--- src/hw/rtl/rvalu_pkg.sv ---
// Shared types and constants of the register-register ALU block.
// No dependencies; every other file of the block refers to it by scoped names.
package rvalu_pkg;

    localparam int REG_COUNT_DEF = 32;
    localparam int REG_IDX_W     = 5;
    localparam int XLEN          = 32;
    localparam int SHAMT_W       = 5;
    localparam logic [SHAMT_W-1:0] SHIFT_MASK = 5'h1F;

    typedef enum logic [3:0] {
        OP_ADD  = 4'd0,
        OP_SUB  = 4'd1,
        OP_XOR  = 4'd2,
        OP_OR   = 4'd3,
        OP_AND  = 4'd4,
        OP_SLL  = 4'd5,
        OP_SRL  = 4'd6,
        OP_SRA  = 4'd7,
        OP_SLT  = 4'd8,
        OP_SLTU = 4'd9,
        OP_LOAD = 4'd10
    } t_op;

    // Write port of the register file.
    typedef struct packed {
        logic                 en;
        logic [REG_IDX_W-1:0] addr;
        logic [XLEN-1:0]      data;
    } t_wr_req;

    // Resolved source operands, returned in the cycle after the read was issued.
    typedef struct packed {
        logic [XLEN-1:0] a_data;
        logic [XLEN-1:0] b_data;
    } t_rd_rsp;

endpackage

--- src/hw/rtl/rvalu_if.sv ---
// Valid/ready channel interfaces for instruction requests and results.
// Depends on rvalu_pkg for field widths.
interface rvalu_req_if;
    logic                            valid;
    logic                            ready;
    logic [3:0]                      operation;
    logic [rvalu_pkg::REG_IDX_W-1:0] dest_reg;
    logic [rvalu_pkg::REG_IDX_W-1:0] src_reg_a;
    logic [rvalu_pkg::REG_IDX_W-1:0] src_reg_b;
    logic [rvalu_pkg::XLEN-1:0]      load_value;

    modport source (output valid, operation, dest_reg, src_reg_a, src_reg_b, load_value,
                    input ready);
    modport sink   (input valid, operation, dest_reg, src_reg_a, src_reg_b, load_value,
                    output ready);
endinterface

interface rvalu_rsp_if;
    logic                       valid;
    logic                       ready;
    logic [rvalu_pkg::XLEN-1:0] result_value;
    logic                       was_written;

    modport source (output valid, result_value, was_written, input ready);
    modport sink   (input valid, result_value, was_written, output ready);
endinterface

--- src/hw/rtl/rvalu_regfile.sv ---
// Register file: synchronous memory with two registered read ports, one write
// port, per-entry valid bits for the zero reset, and a one-entry write bypass.
// Depends on rvalu_pkg.
module rvalu_regfile #(
    parameter int REG_COUNT = rvalu_pkg::REG_COUNT_DEF
) (
    input  logic                            i_clk,
    input  logic                            i_rst_n,
    input  logic                            i_rd_en,
    input  logic [rvalu_pkg::REG_IDX_W-1:0] i_rd_addr_a,
    input  logic [rvalu_pkg::REG_IDX_W-1:0] i_rd_addr_b,
    input  rvalu_pkg::t_wr_req              i_wr,
    output rvalu_pkg::t_rd_rsp              o_rd
);
    localparam int ADDR_W = (REG_COUNT > 1) ? $clog2(REG_COUNT) : 1;
    localparam int CMP_W  = rvalu_pkg::REG_IDX_W + 1;

    logic [rvalu_pkg::XLEN-1:0]      r_mem [REG_COUNT];
    logic [REG_COUNT-1:0]            r_vld;
    logic [rvalu_pkg::XLEN-1:0]      r_data_a;
    logic [rvalu_pkg::XLEN-1:0]      r_data_b;
    logic                            r_ok_a;
    logic                            r_ok_b;
    logic [rvalu_pkg::REG_IDX_W-1:0] r_addr_a;
    logic [rvalu_pkg::REG_IDX_W-1:0] r_addr_b;
    logic                            r_fwd_vld;
    logic [rvalu_pkg::REG_IDX_W-1:0] r_fwd_addr;
    logic [rvalu_pkg::XLEN-1:0]      r_fwd_data;
    logic                            in_range_a;
    logic                            in_range_b;
    logic                            n_ok_a;
    logic                            n_ok_b;

    // Register zero and indexes beyond the file always read as zero.
    assign in_range_a = ({1'b0, i_rd_addr_a} < CMP_W'(REG_COUNT)) && (i_rd_addr_a != '0);
    assign in_range_b = ({1'b0, i_rd_addr_b} < CMP_W'(REG_COUNT)) && (i_rd_addr_b != '0);
    assign n_ok_a = in_range_a && r_vld[i_rd_addr_a[ADDR_W-1:0]];
    assign n_ok_b = in_range_b && r_vld[i_rd_addr_b[ADDR_W-1:0]];

    always_ff @(posedge i_clk) begin
        if (i_wr.en) begin
            r_mem[i_wr.addr[ADDR_W-1:0]] <= i_wr.data;
        end
        if (i_rd_en) begin
            r_data_a <= r_mem[i_rd_addr_a[ADDR_W-1:0]];
            r_data_b <= r_mem[i_rd_addr_b[ADDR_W-1:0]];
            r_addr_a <= i_rd_addr_a;
            r_addr_b <= i_rd_addr_b;
        end
        if (i_wr.en) begin
            r_fwd_addr <= i_wr.addr;
            r_fwd_data <= i_wr.data;
        end
    end

    always_ff @(posedge i_clk) begin
        if (!i_rst_n) begin
            r_vld     <= '0;
            r_ok_a    <= 1'b0;
            r_ok_b    <= 1'b0;
            r_fwd_vld <= 1'b0;
        end else begin
            if (i_wr.en) begin
                r_vld[i_wr.addr[ADDR_W-1:0]] <= 1'b1;
                r_fwd_vld                    <= 1'b1;
            end
            if (i_rd_en) begin
                r_ok_a <= n_ok_a;
                r_ok_b <= n_ok_b;
            end
        end
    end

    // A write landing on the same edge as the read is not seen by the memory
    // read, so the last write is bypassed. Writes never target zero or an
    // out-of-range index, so a hit also implies a valid source.
    always_comb begin
        if (r_fwd_vld && (r_fwd_addr == r_addr_a)) begin
            o_rd.a_data = r_fwd_data;
        end else begin
            o_rd.a_data = r_ok_a ? r_data_a : '0;
        end
        if (r_fwd_vld && (r_fwd_addr == r_addr_b)) begin
            o_rd.b_data = r_fwd_data;
        end else begin
            o_rd.b_data = r_ok_b ? r_data_b : '0;
        end
    end
endmodule

--- src/hw/rtl/rvalu_alu.sv ---
// Combinational ALU for the ten register-register operations plus load.
// Depends on rvalu_pkg.
module rvalu_alu (
    input  rvalu_pkg::t_op              i_op,
    input  logic [rvalu_pkg::XLEN-1:0]  i_a,
    input  logic [rvalu_pkg::XLEN-1:0]  i_b,
    input  logic [rvalu_pkg::XLEN-1:0]  i_load_value,
    output logic [rvalu_pkg::XLEN-1:0]  o_result,
    output logic                        o_op_ok
);
    logic [rvalu_pkg::SHAMT_W-1:0] shamt;

    assign shamt = i_b[rvalu_pkg::SHAMT_W-1:0] & rvalu_pkg::SHIFT_MASK;

    always_comb begin
        o_op_ok = 1'b1;
        case (i_op)
            rvalu_pkg::OP_ADD:  o_result = i_a + i_b;
            rvalu_pkg::OP_SUB:  o_result = i_a - i_b;
            rvalu_pkg::OP_XOR:  o_result = i_a ^ i_b;
            rvalu_pkg::OP_OR:   o_result = i_a | i_b;
            rvalu_pkg::OP_AND:  o_result = i_a & i_b;
            rvalu_pkg::OP_SLL:  o_result = i_a << shamt;
            rvalu_pkg::OP_SRL:  o_result = i_a >> shamt;
            rvalu_pkg::OP_SRA:  o_result = $unsigned($signed(i_a) >>> shamt);
            rvalu_pkg::OP_SLT:  o_result = {{(rvalu_pkg::XLEN-1){1'b0}},
                                            ($signed(i_a) < $signed(i_b))};
            rvalu_pkg::OP_SLTU: o_result = {{(rvalu_pkg::XLEN-1){1'b0}}, (i_a < i_b)};
            rvalu_pkg::OP_LOAD: o_result = i_load_value;
            default: begin
                // Unassigned codes store nothing and report zero.
                o_result = '0;
                o_op_ok  = 1'b0;
            end
        endcase
    end
endmodule

--- src/hw/rtl/rv32i_register_alu_execute.sv ---
// Register-register ALU with a private register file.
// Pipeline: the memory read, then execute and write back, each ending in a register.
// Throughput: one request per cycle while the consumer keeps up; the write-back bypass
// in the register file keeps dependent back-to-back requests at full rate.
// Reset (synchronous, active low) clears the pipeline valids and every register-file
// valid bit at once, so all registers read as zero right after reset; no clearing pass.
module rv32i_register_alu_execute #(
    parameter int REG_COUNT = rvalu_pkg::REG_COUNT_DEF
) (
    input  logic         i_clk,
    input  logic         i_rst_n,
    rvalu_req_if.sink    i_req,
    rvalu_rsp_if.source  o_rsp
);
    localparam int CMP_W = rvalu_pkg::REG_IDX_W + 1;

    // Execute stage: the request whose operands are being read from the file.
    logic                            r_s1_vld;
    rvalu_pkg::t_op                  r_s1_op;
    logic [rvalu_pkg::REG_IDX_W-1:0] r_s1_rd;
    logic [rvalu_pkg::XLEN-1:0]      r_s1_load;

    // Output register: a finished result waiting to be taken.
    logic                            r_out_vld;
    logic [rvalu_pkg::XLEN-1:0]      r_out_result;
    logic                            r_out_written;

    logic                            accept;
    logic                            s1_advance;
    logic                            out_free;
    logic [rvalu_pkg::XLEN-1:0]      alu_result;
    logic                            alu_op_ok;
    logic                            n_out_written;
    rvalu_pkg::t_wr_req              wr_req;
    rvalu_pkg::t_rd_rsp              rd_rsp;

    // The output register frees up in the same cycle its result is taken, so the
    // pipeline keeps moving while the consumer keeps up.
    assign out_free   = !r_out_vld || o_rsp.ready;
    assign s1_advance = r_s1_vld && out_free;
    assign i_req.ready = !r_s1_vld || s1_advance;
    assign accept     = i_req.valid && i_req.ready;

    // Operand reads are issued as the request is taken; the data comes back
    // registered in the next cycle, together with the bypassed last write.
    rvalu_regfile #(
        .REG_COUNT (REG_COUNT)
    ) u_regfile (
        .i_clk       (i_clk),
        .i_rst_n     (i_rst_n),
        .i_rd_en     (accept),
        .i_rd_addr_a (i_req.src_reg_a),
        .i_rd_addr_b (i_req.src_reg_b),
        .i_wr        (wr_req),
        .o_rd        (rd_rsp)
    );

    rvalu_alu u_alu (
        .i_op         (r_s1_op),
        .i_a          (rd_rsp.a_data),
        .i_b          (rd_rsp.b_data),
        .i_load_value (r_s1_load),
        .o_result     (alu_result),
        .o_op_ok      (alu_op_ok)
    );

    // Write back only when the request leaves the execute stage, so a stalled
    // request never writes twice and the bypass always holds the latest write.
    // Register zero, indexes beyond the file and unassigned codes store nothing.
    assign n_out_written = alu_op_ok && (r_s1_rd != '0)
                         && ({1'b0, r_s1_rd} < CMP_W'(REG_COUNT));
    assign wr_req.en   = s1_advance && n_out_written;
    assign wr_req.addr = r_s1_rd;
    assign wr_req.data = alu_result;

    always_ff @(posedge i_clk) begin
        if (accept) begin
            r_s1_op   <= rvalu_pkg::t_op'(i_req.operation);
            r_s1_rd   <= i_req.dest_reg;
            r_s1_load <= i_req.load_value;
        end
        if (s1_advance) begin
            r_out_result  <= alu_result;
            r_out_written <= n_out_written;
        end
    end

    always_ff @(posedge i_clk) begin
        if (!i_rst_n) begin
            r_s1_vld  <= 1'b0;
            r_out_vld <= 1'b0;
        end else begin
            if (i_req.ready) begin
                r_s1_vld <= i_req.valid;
            end
            if (out_free) begin
                r_out_vld <= r_s1_vld;
            end
        end
    end

    assign o_rsp.valid        = r_out_vld;
    assign o_rsp.result_value = r_out_result;
    assign o_rsp.was_written  = r_out_written;
endmodule

--- src/flat_wrapper.sv ---
// flat-port wrapper written by rule: the top's interface ports become plain ports
module rv32i_register_alu_execute_flat 
#(
    parameter int REG_COUNT = rvalu_pkg::REG_COUNT_DEF
)
  (i_clk, i_rst_n, i_req_valid, i_req_operation, i_req_dest_reg, i_req_src_reg_a, i_req_src_reg_b, i_req_load_value, i_req_ready, o_rsp_valid, o_rsp_result_value, o_rsp_was_written, o_rsp_ready);
  rvalu_req_if i_req_i ();
  rvalu_rsp_if o_rsp_i ();
  input  logic i_clk;
  input  logic i_rst_n;
  input wire logic [$bits(i_req_i.valid)-1:0] i_req_valid;
  input wire logic [$bits(i_req_i.operation)-1:0] i_req_operation;
  input wire logic [$bits(i_req_i.dest_reg)-1:0] i_req_dest_reg;
  input wire logic [$bits(i_req_i.src_reg_a)-1:0] i_req_src_reg_a;
  input wire logic [$bits(i_req_i.src_reg_b)-1:0] i_req_src_reg_b;
  input wire logic [$bits(i_req_i.load_value)-1:0] i_req_load_value;
  output wire logic [$bits(i_req_i.ready)-1:0] i_req_ready;
  output wire logic [$bits(o_rsp_i.valid)-1:0] o_rsp_valid;
  output wire logic [$bits(o_rsp_i.result_value)-1:0] o_rsp_result_value;
  output wire logic [$bits(o_rsp_i.was_written)-1:0] o_rsp_was_written;
  input wire logic [$bits(o_rsp_i.ready)-1:0] o_rsp_ready;
  assign i_req_i.valid = i_req_valid;
  assign i_req_i.operation = i_req_operation;
  assign i_req_i.dest_reg = i_req_dest_reg;
  assign i_req_i.src_reg_a = i_req_src_reg_a;
  assign i_req_i.src_reg_b = i_req_src_reg_b;
  assign i_req_i.load_value = i_req_load_value;
  assign i_req_ready = i_req_i.ready;
  assign o_rsp_valid = o_rsp_i.valid;
  assign o_rsp_result_value = o_rsp_i.result_value;
  assign o_rsp_was_written = o_rsp_i.was_written;
  assign o_rsp_i.ready = o_rsp_ready;
  rv32i_register_alu_execute #(.REG_COUNT(REG_COUNT)) u_core (.i_clk(i_clk), .i_rst_n(i_rst_n), .i_req(i_req_i), .o_rsp(o_rsp_i));
endmodule
--- config.mk ---
export PLATFORM = sky130hd
export DESIGN_NAME = rv32i_register_alu_execute_flat
export DESIGN_NICKNAME = d
export VERILOG_FILES = /design/src/hw/rtl/rvalu_pkg.sv /design/src/hw/rtl/rvalu_if.sv /design/src/hw/rtl/rvalu_regfile.sv /design/src/hw/rtl/rvalu_alu.sv /design/src/hw/rtl/rv32i_register_alu_execute.sv /design/src/flat_wrapper.sv
export SDC_FILE = /design/constraint.sdc
export NUM_CORES = 2
export LEC_CHECK = 0
export BUFFER_PORTS_ARGS = -buffer_cell sky130_fd_sc_hd__buf_4
export CAP_MARGIN = 10
export CORE_MARGIN = 1
export CORE_UTILIZATION = 45
export CTS_CLUSTER_SIZE = 16
export DETAILED_ROUTE_END_ITERATION = 8
export PLACE_DENSITY = 0.57
export SYNTH_ARGS = -nofsm -noshare
export SYNTH_HDL_FRONTEND = slang
export SYNTH_HIERARCHICAL = 1
export SYNTH_SLANG_ARGS = --single-unit
export TNS_END_PERCENT = 10
--- constraint.sdc ---
create_clock -name i_clk -period 8.03 [get_ports i_clk]
set_clock_uncertainty 0.05 [all_clocks]
set_input_delay 0.4015 -clock i_clk [delete_from_list [all_inputs] [get_ports i_clk]]
set_output_delay 0.4015 -clock i_clk [all_outputs]
set_load 0.01 [all_outputs]
Word-level counts from Yosys, hierarchy flattened
Memory sizes are Yosys's and may differ from the RTL's. A register that Yosys moved wholly into a read port is not among the register bits. Index checks and enable logic that the tools add are counted. W data, S select, Z words.

Add/sub/neg operators: 2. Multiply operators: 0. Divide/modulo/power cells: 0. $lt $le $gt $ge: 6. Equality and inequality tests: 12. Shifts and indexed selects: 3. Multiplexer cells: 14. Bitwise gates (word level): 4. Reduce and logical (&&, ||, !) cells: 18.

Operator list (number): $pmux W32 S11 (1); $mux W32 (4); $lt A32 B32 Y1 (2); $or A32 B32 Y32 (2); $add A32 B32 Y32 (1); $and A32 B32 Y32 (1); $shl A32 B5 Y32 (1); $shr A32 B5 Y32 (1); $sshr A32 B5 Y32 (1); $sub A32 B32 Y32 (1); $xor A32 B32 Y32 (1); $lt A5 B6 Y1 const B (3); $eq A4 B3 Y1 const B (4); $reduce_bool A5 Y1 (3); $eq A4 B4 Y1 const B (3); $reduce_or A11 Y1 (1); $bmux W1 S5 (2); $eq A5 B5 Y1 (2); $logic_and A1 B1 Y1 (9); $eq A4 B2 Y1 const B (2); $mux W1 (6); $demux W1 S5 (1); $ge A5 B1 Y1 const B (1); $eq A4 B1 Y1 const B (1); 3 further kinds (5).

Register bits: 158. Latch bits: 0. Bits in writable memories: 1024. Bits in read-only memories: 0. Bits of input ports: 55. Output and inout bits: 35. Logic and storage cells: 75. Memories: 1.

Memories: u_core.u_regfile.r_mem (depth 32, width 32, read ports 2, clocked after memory_dff 2, write ports 1, RTL line rvalu_regfile.sv:18) `logic [rvalu_pkg::XLEN-1:0] r_mem [REG_COUNT];`.

Longest topological paths before layout
Depth in word-level cells: 7. Gate-level depth with buffers: 22. Gate-level depth less buffers: 16.

Hierarchy
The synthesis kept the hierarchy.

By module, submodules not included: rvalu_regfile (times used 1, cells an instance 2453, area an instance 53133.5 µm², sequential area each 34763.3 µm²); rvalu_alu (times used 1, cells an instance 1365, area an instance 8977.4 µm², sequential area each 0.0 µm²); rv32i_register_alu_execute (times used 1, cells an instance 86, area an instance 2324.7 µm², sequential area each 2262.2 µm²).

Least setup slack after synthesis
Ideal clock, no wire load.

Path type: reg2reg. Start point: reg u_core/u_regfile/r_fwd_addr[2] (netlist bit). End point: reg u_core.r_out_result (netlist bit u_core/o_rsp.result_value[26]), data pin. Setup time: 0.483 ns. Arrival time: 6.311 ns. Data required time: 7.497 ns. Setup slack: 1.186 ns. Stages on the path, launching flop included: 23. Buffers on the path: 7. Period minus slack after synthesis: 6.844 ns. Cell sequence: edfxtp_1 -> xor2_1 -> nor4_1 -> and3_1 -> clkbuf_1 -> buf_2 -> mux2i_1 -> inv_1 -> buf_2 -> buf_2 -> buf_2 -> buf_2 -> ha_1 -> buf_4 -> nor2b_1 -> o21ai_1 -> a21oi_1 -> o211ai_2 -> a2111oi_2 -> o31ai_2 -> o41ai_2 -> nor3_1 -> o31ai_1.

RTL lines: from (decl) (RTL line rvalu_regfile.sv:27) `logic [rvalu_pkg::REG_IDX_W-1:0] r_fwd_addr;`; from (signal assigned) (RTL line rvalu_regfile.sv:51) `r_fwd_addr <= i_wr.addr;`; to (signal assigned) (RTL line rv32i_register_alu_execute.sv:83) `r_out_result <= alu_result;`; to (decl) (RTL line rv32i_register_alu_execute.sv:25) `logic [rvalu_pkg::XLEN-1:0] r_out_result;`.

==> impl_results.md <==
* Worst slew margin at 0.1740
* RD Place Congestion at 1.059
* Worst-Margin Slew at 1.235 ns
* CP most frequent cell: inv_1
* Fillers at 11,500
* Die width at 380.4 µm
* Endpoint, Worst Hold: u_core/u_regfile/r_addr_b[0]$_DFFE_PP_
* Area Overhead vs Synth at 13.56%
* Area of the multi-input gates at 25,920 µm²
* RSZ-0062 raised after global routing: false
* Crit path time final at 6.880 ns
* Gr ovfl total at 0
* Largest net degree at the start of global routing at 124
* HP Start: i_req_src_reg_b[0]
* TritonCTS Buffers at 138
* CP Launch Type: register
* Power, Total at 15,700 µW
* HPWL Detailed at 137,000 µm
* Starting density of the core at 0.4545
* Vias/cell at 6.616
* Crit path DAT at 7.25 ns
* First-pass GRT wire length at 303,200 µm
* Worst R2R End: u_core/u_regfile/r_mem[26][18]$_DFFE_PP_
* Io pins at 90
* LEAKAGE at 0.02417 µW
* Root Driver: clkbuf_16
* Worst hold path type: in -> reg
* Worst setup EP type: register
* Final max-slew violation count at 0
* Max Clk Rate at 0.1453 GHz
* Reg-to-reg slack, setup at 1.15 ns
* Storage element area at 37,030 µm²
* Mapped Nets at 4,062
* Final hold viol count at 0
* Critical Path Max Stage Delay at 0.99 ns
* Core Area at 141,800 µm²
* Worst R2R Start: u_core/u_regfile/r_fwd_addr[2]$_DFFE_PP_
* Top delay family on crit path: compound AO/OA/AOI/OAI gates
* Top cell type by total area after synthesis: edfxtp_1
* Clock Latency Late Sink at 0.80 ns
* Top-count cell post-synth: edfxtp_1
* Post-synthesis async set-or-reset flop share at 0
* Clock sinks at 1,245
* Finish-stage setup viols at 0
* R2R cell count at 15
* Cell Chain, Critical Path: xor2_1 > nor4_1 > and3_2 > buf_12 > mux2i_1 > inv_1 > ha_1 > inv_1 > nor3_1 > a21oi_1 > a2111oi_2 > nand2b_1 > a22oi_1 > xnor2_1 > a221o_1
* Cells after Synth at 3,904
* CTS resizes at 0
* DR iter-0 viols at 4,708
* Worst hold path depth at 1
* Post-Route WL at 215,200 µm
* CTS tree: yes
* Post-synth top flop: edfxtp_1
* Number of port buffers at 89
* Setup total negative slack at 0 ns
* DRT antenna net count at 0
* Die H at 380.4 µm
* Syn Area/Cell at 16.51 µm²
* DRT Pass-1 Iters at 5
* Outcome: finished clean
* Sequential fraction of the synthesis area at 0.5746
* Post-synthesis cell type count at 85
* Initial antenna violation count at 5
* CTS HTree Levels at 4
* Worst path required time at 8.40 ns
* Seq cells post-synth at 1,245
* DRC viols at 0
* Power Dens Cells at 214.6 nW/µm²
* Synth top area cells: edfxtp_1 56%, mux4_2 22%, mux2i_1 4.1%
* CP bufs+invs at 3
* Peak VDD IR at 0.0001826 V
* Number of core rows at 138
* Nets@finish at 4,203
* Clk pin slew, worst setup/hold paths at 0.06 ns
* Post-synth EDFFs at 1,209
* Via count at 39,990
* Mapped Area at 64,440 µm²
* Final period utilization at 0.8568
* Vias in the first global route at 39,870
* Worst path slowest cell: a221o_1
* Max clock buf depth at 3
* GRT Util Overall at 0.2972
* Wirelength per Cell at 35.60 µm
* Area fraction of the dominant cell type after synthesis at 0.5634
* Ys Warns at 6
* Max-cap violations at 0
* Die area at 144,700 µm²
* Synth cell count leaders: 1,209 x edfxtp_1, 638 x mux4_2, 263 x mux2i_1
* Max FO, Critical Path at 34
* Setup CP Type: reg -> reg
* Layout cells sized above 1 at 0.2947
-- per-stage QoR --
stage / std cells / area (µm²) / hold WS (ns) / setup WS [ns] / utilization
finish: 6044 / 73180 / 0.09138 / 1.150 / 0.5162
global route: 6043 / 73170 / 0.1107 / 0.8209 / 0.5162
CTS: 6041 / 73130 / 0.09672 / 1.284 / 0.5159
detailed placement: 5743 / 68050 / 0.4195 / 1.381 / 0.4800
global placement: 5742 / 68020 / 0.4105 / 1.450 / 0.4798
floorplan: 3904 / 64440 / 0.3962 / 1.186 / -
-- state kept, by name, indices dropped and copies added, names as in the netlist, 4 cells and up --
register / flops
u_core/r_s1_rd: 5
u_core/u_regfile/r_data_a: 32
u_core/u_regfile/r_fwd_addr: 5
u_core/r_s1_load: 32
u_core/u_regfile/r_vld: 31
u_core/u_regfile/r_mem: 1024
u_core/u_regfile/r_addr_a: 5
u_core/o_rsp.result_value: 32
u_core/u_regfile/r_data_b: 32
u_core/u_regfile/r_addr_b: 5
u_core/r_s1_op: 4
u_core/u_regfile/r_fwd_data: 32
-- logic make-up after synthesis --
kind of cell,after synthesis,synth area share
adders and majority gates,103,0.02023
xor gates and xnor gates,34,0.004621
DFF,1245,0.5746
and+or+nand+nor,514,0.03612
buffers and inverters,463,0.03008
muxes,961,0.2743
AOI/OAI and AO/OA,584,0.06000
-- power by group --
group	internal [µW]	total (µW)	switching, µW
clock	3700	6420	2720
combinational	704	1850	1150
sequential	7370	7430	66.7
-- worst max path at each step --
stage / startpoint / endpoint / slack, ns / cells after the start
final: u_core/u_regfile/r_fwd_addr[2]$_DFFE_PP_ / u_core/u_regfile/r_mem[26][18]$_DFFE_PP_ / 1.15 / 15
after global routing: u_core/u_regfile/r_fwd_addr[2]$_DFFE_PP_ / u_core/u_regfile/r_mem[26][18]$_DFFE_PP_ / 0.82 / 15
after CTS: u_core/u_regfile/r_fwd_addr[2]$_DFFE_PP_ / u_core/u_regfile/r_mem[26][18]$_DFFE_PP_ / 1.28 / 15
after detailed placement: u_core/u_regfile/r_fwd_addr[2]$_DFFE_PP_ / u_core/u_regfile/r_mem[26][18]$_DFFE_PP_ / 1.38 / 15
after global placement: u_core/u_regfile/r_fwd_addr[2]$_DFFE_PP_ / u_core/u_regfile/r_mem[26][18]$_DFFE_PP_ / 1.45 / 15
after floorplan: u_core/u_regfile/r_fwd_addr[2]$_DFFE_PP_ / u_core/o_rsp.result_value[26]$_DFFE_PP_ / 1.19 / 22
-- area by class of cell --
type	instances	share of cell area
clock inverters	77	0.01277
repair buffers	290	0.03572
flip-flops and latches	1245	0.5060
well taps	1890	0.03232
diodes	1	0.00003420
clock buffers	171	0.04986
multi-input cells	2196	0.3542
inverters	174	0.009045
-- metal layers --
| metal | vias to the layer above | wire length (µm) | share of wire | track usage |
|---|---|---|---|---|
| met2 | 1833 | 102700 | 0.48 | 0.4752 |
| li1 | 16330 | - | - | - |
| met4 | 4 | 6652 | 0.031 | 0.09185 |
| met3 | 349 | 15170 | 0.071 | 0.04059 |
| met5 | - | 27 | 0.00013 | 0 |
| met1 | 21470 | 90570 | 0.42 | 0.4238 |
-- layout by cell type, fill, tap and decap left out, types with 13 or more instances in the layout --
cell	count
inv_1	166
clkbuf_1	27
nand2_1	170
a21oi_1	133
dlygate4sd3_1	50
dfxtp_1	34
a211oi_1	29
a31oi_1	14
mux2i_1	257
nor2_4	32
buf_12	19
buf_4	212
bufinv_16	13
ha_1	101
a21o_1	16
clkbuf_16	139
o211ai_1	26
mux2_2	60
nor2b_1	14
o21ai_0	128
mux4_2	638
nand3_1	30
nor3_1	33
nor2_1	147
clkinv_1	25
edfxtp_1	1209
clkinv_2	16
o21a_1	40
a221oi_1	23
a22oi_1	29
o21bai_1	16
xnor2_1	23
-- timing repair --
item / 4_1_cts / 5_1_grt
hold endpoints to repair: 77 / 0
setup buffers: 0 / 0
hold buffers: 50 / 0
No activity file was read; power rests on OpenSTA's default activity.
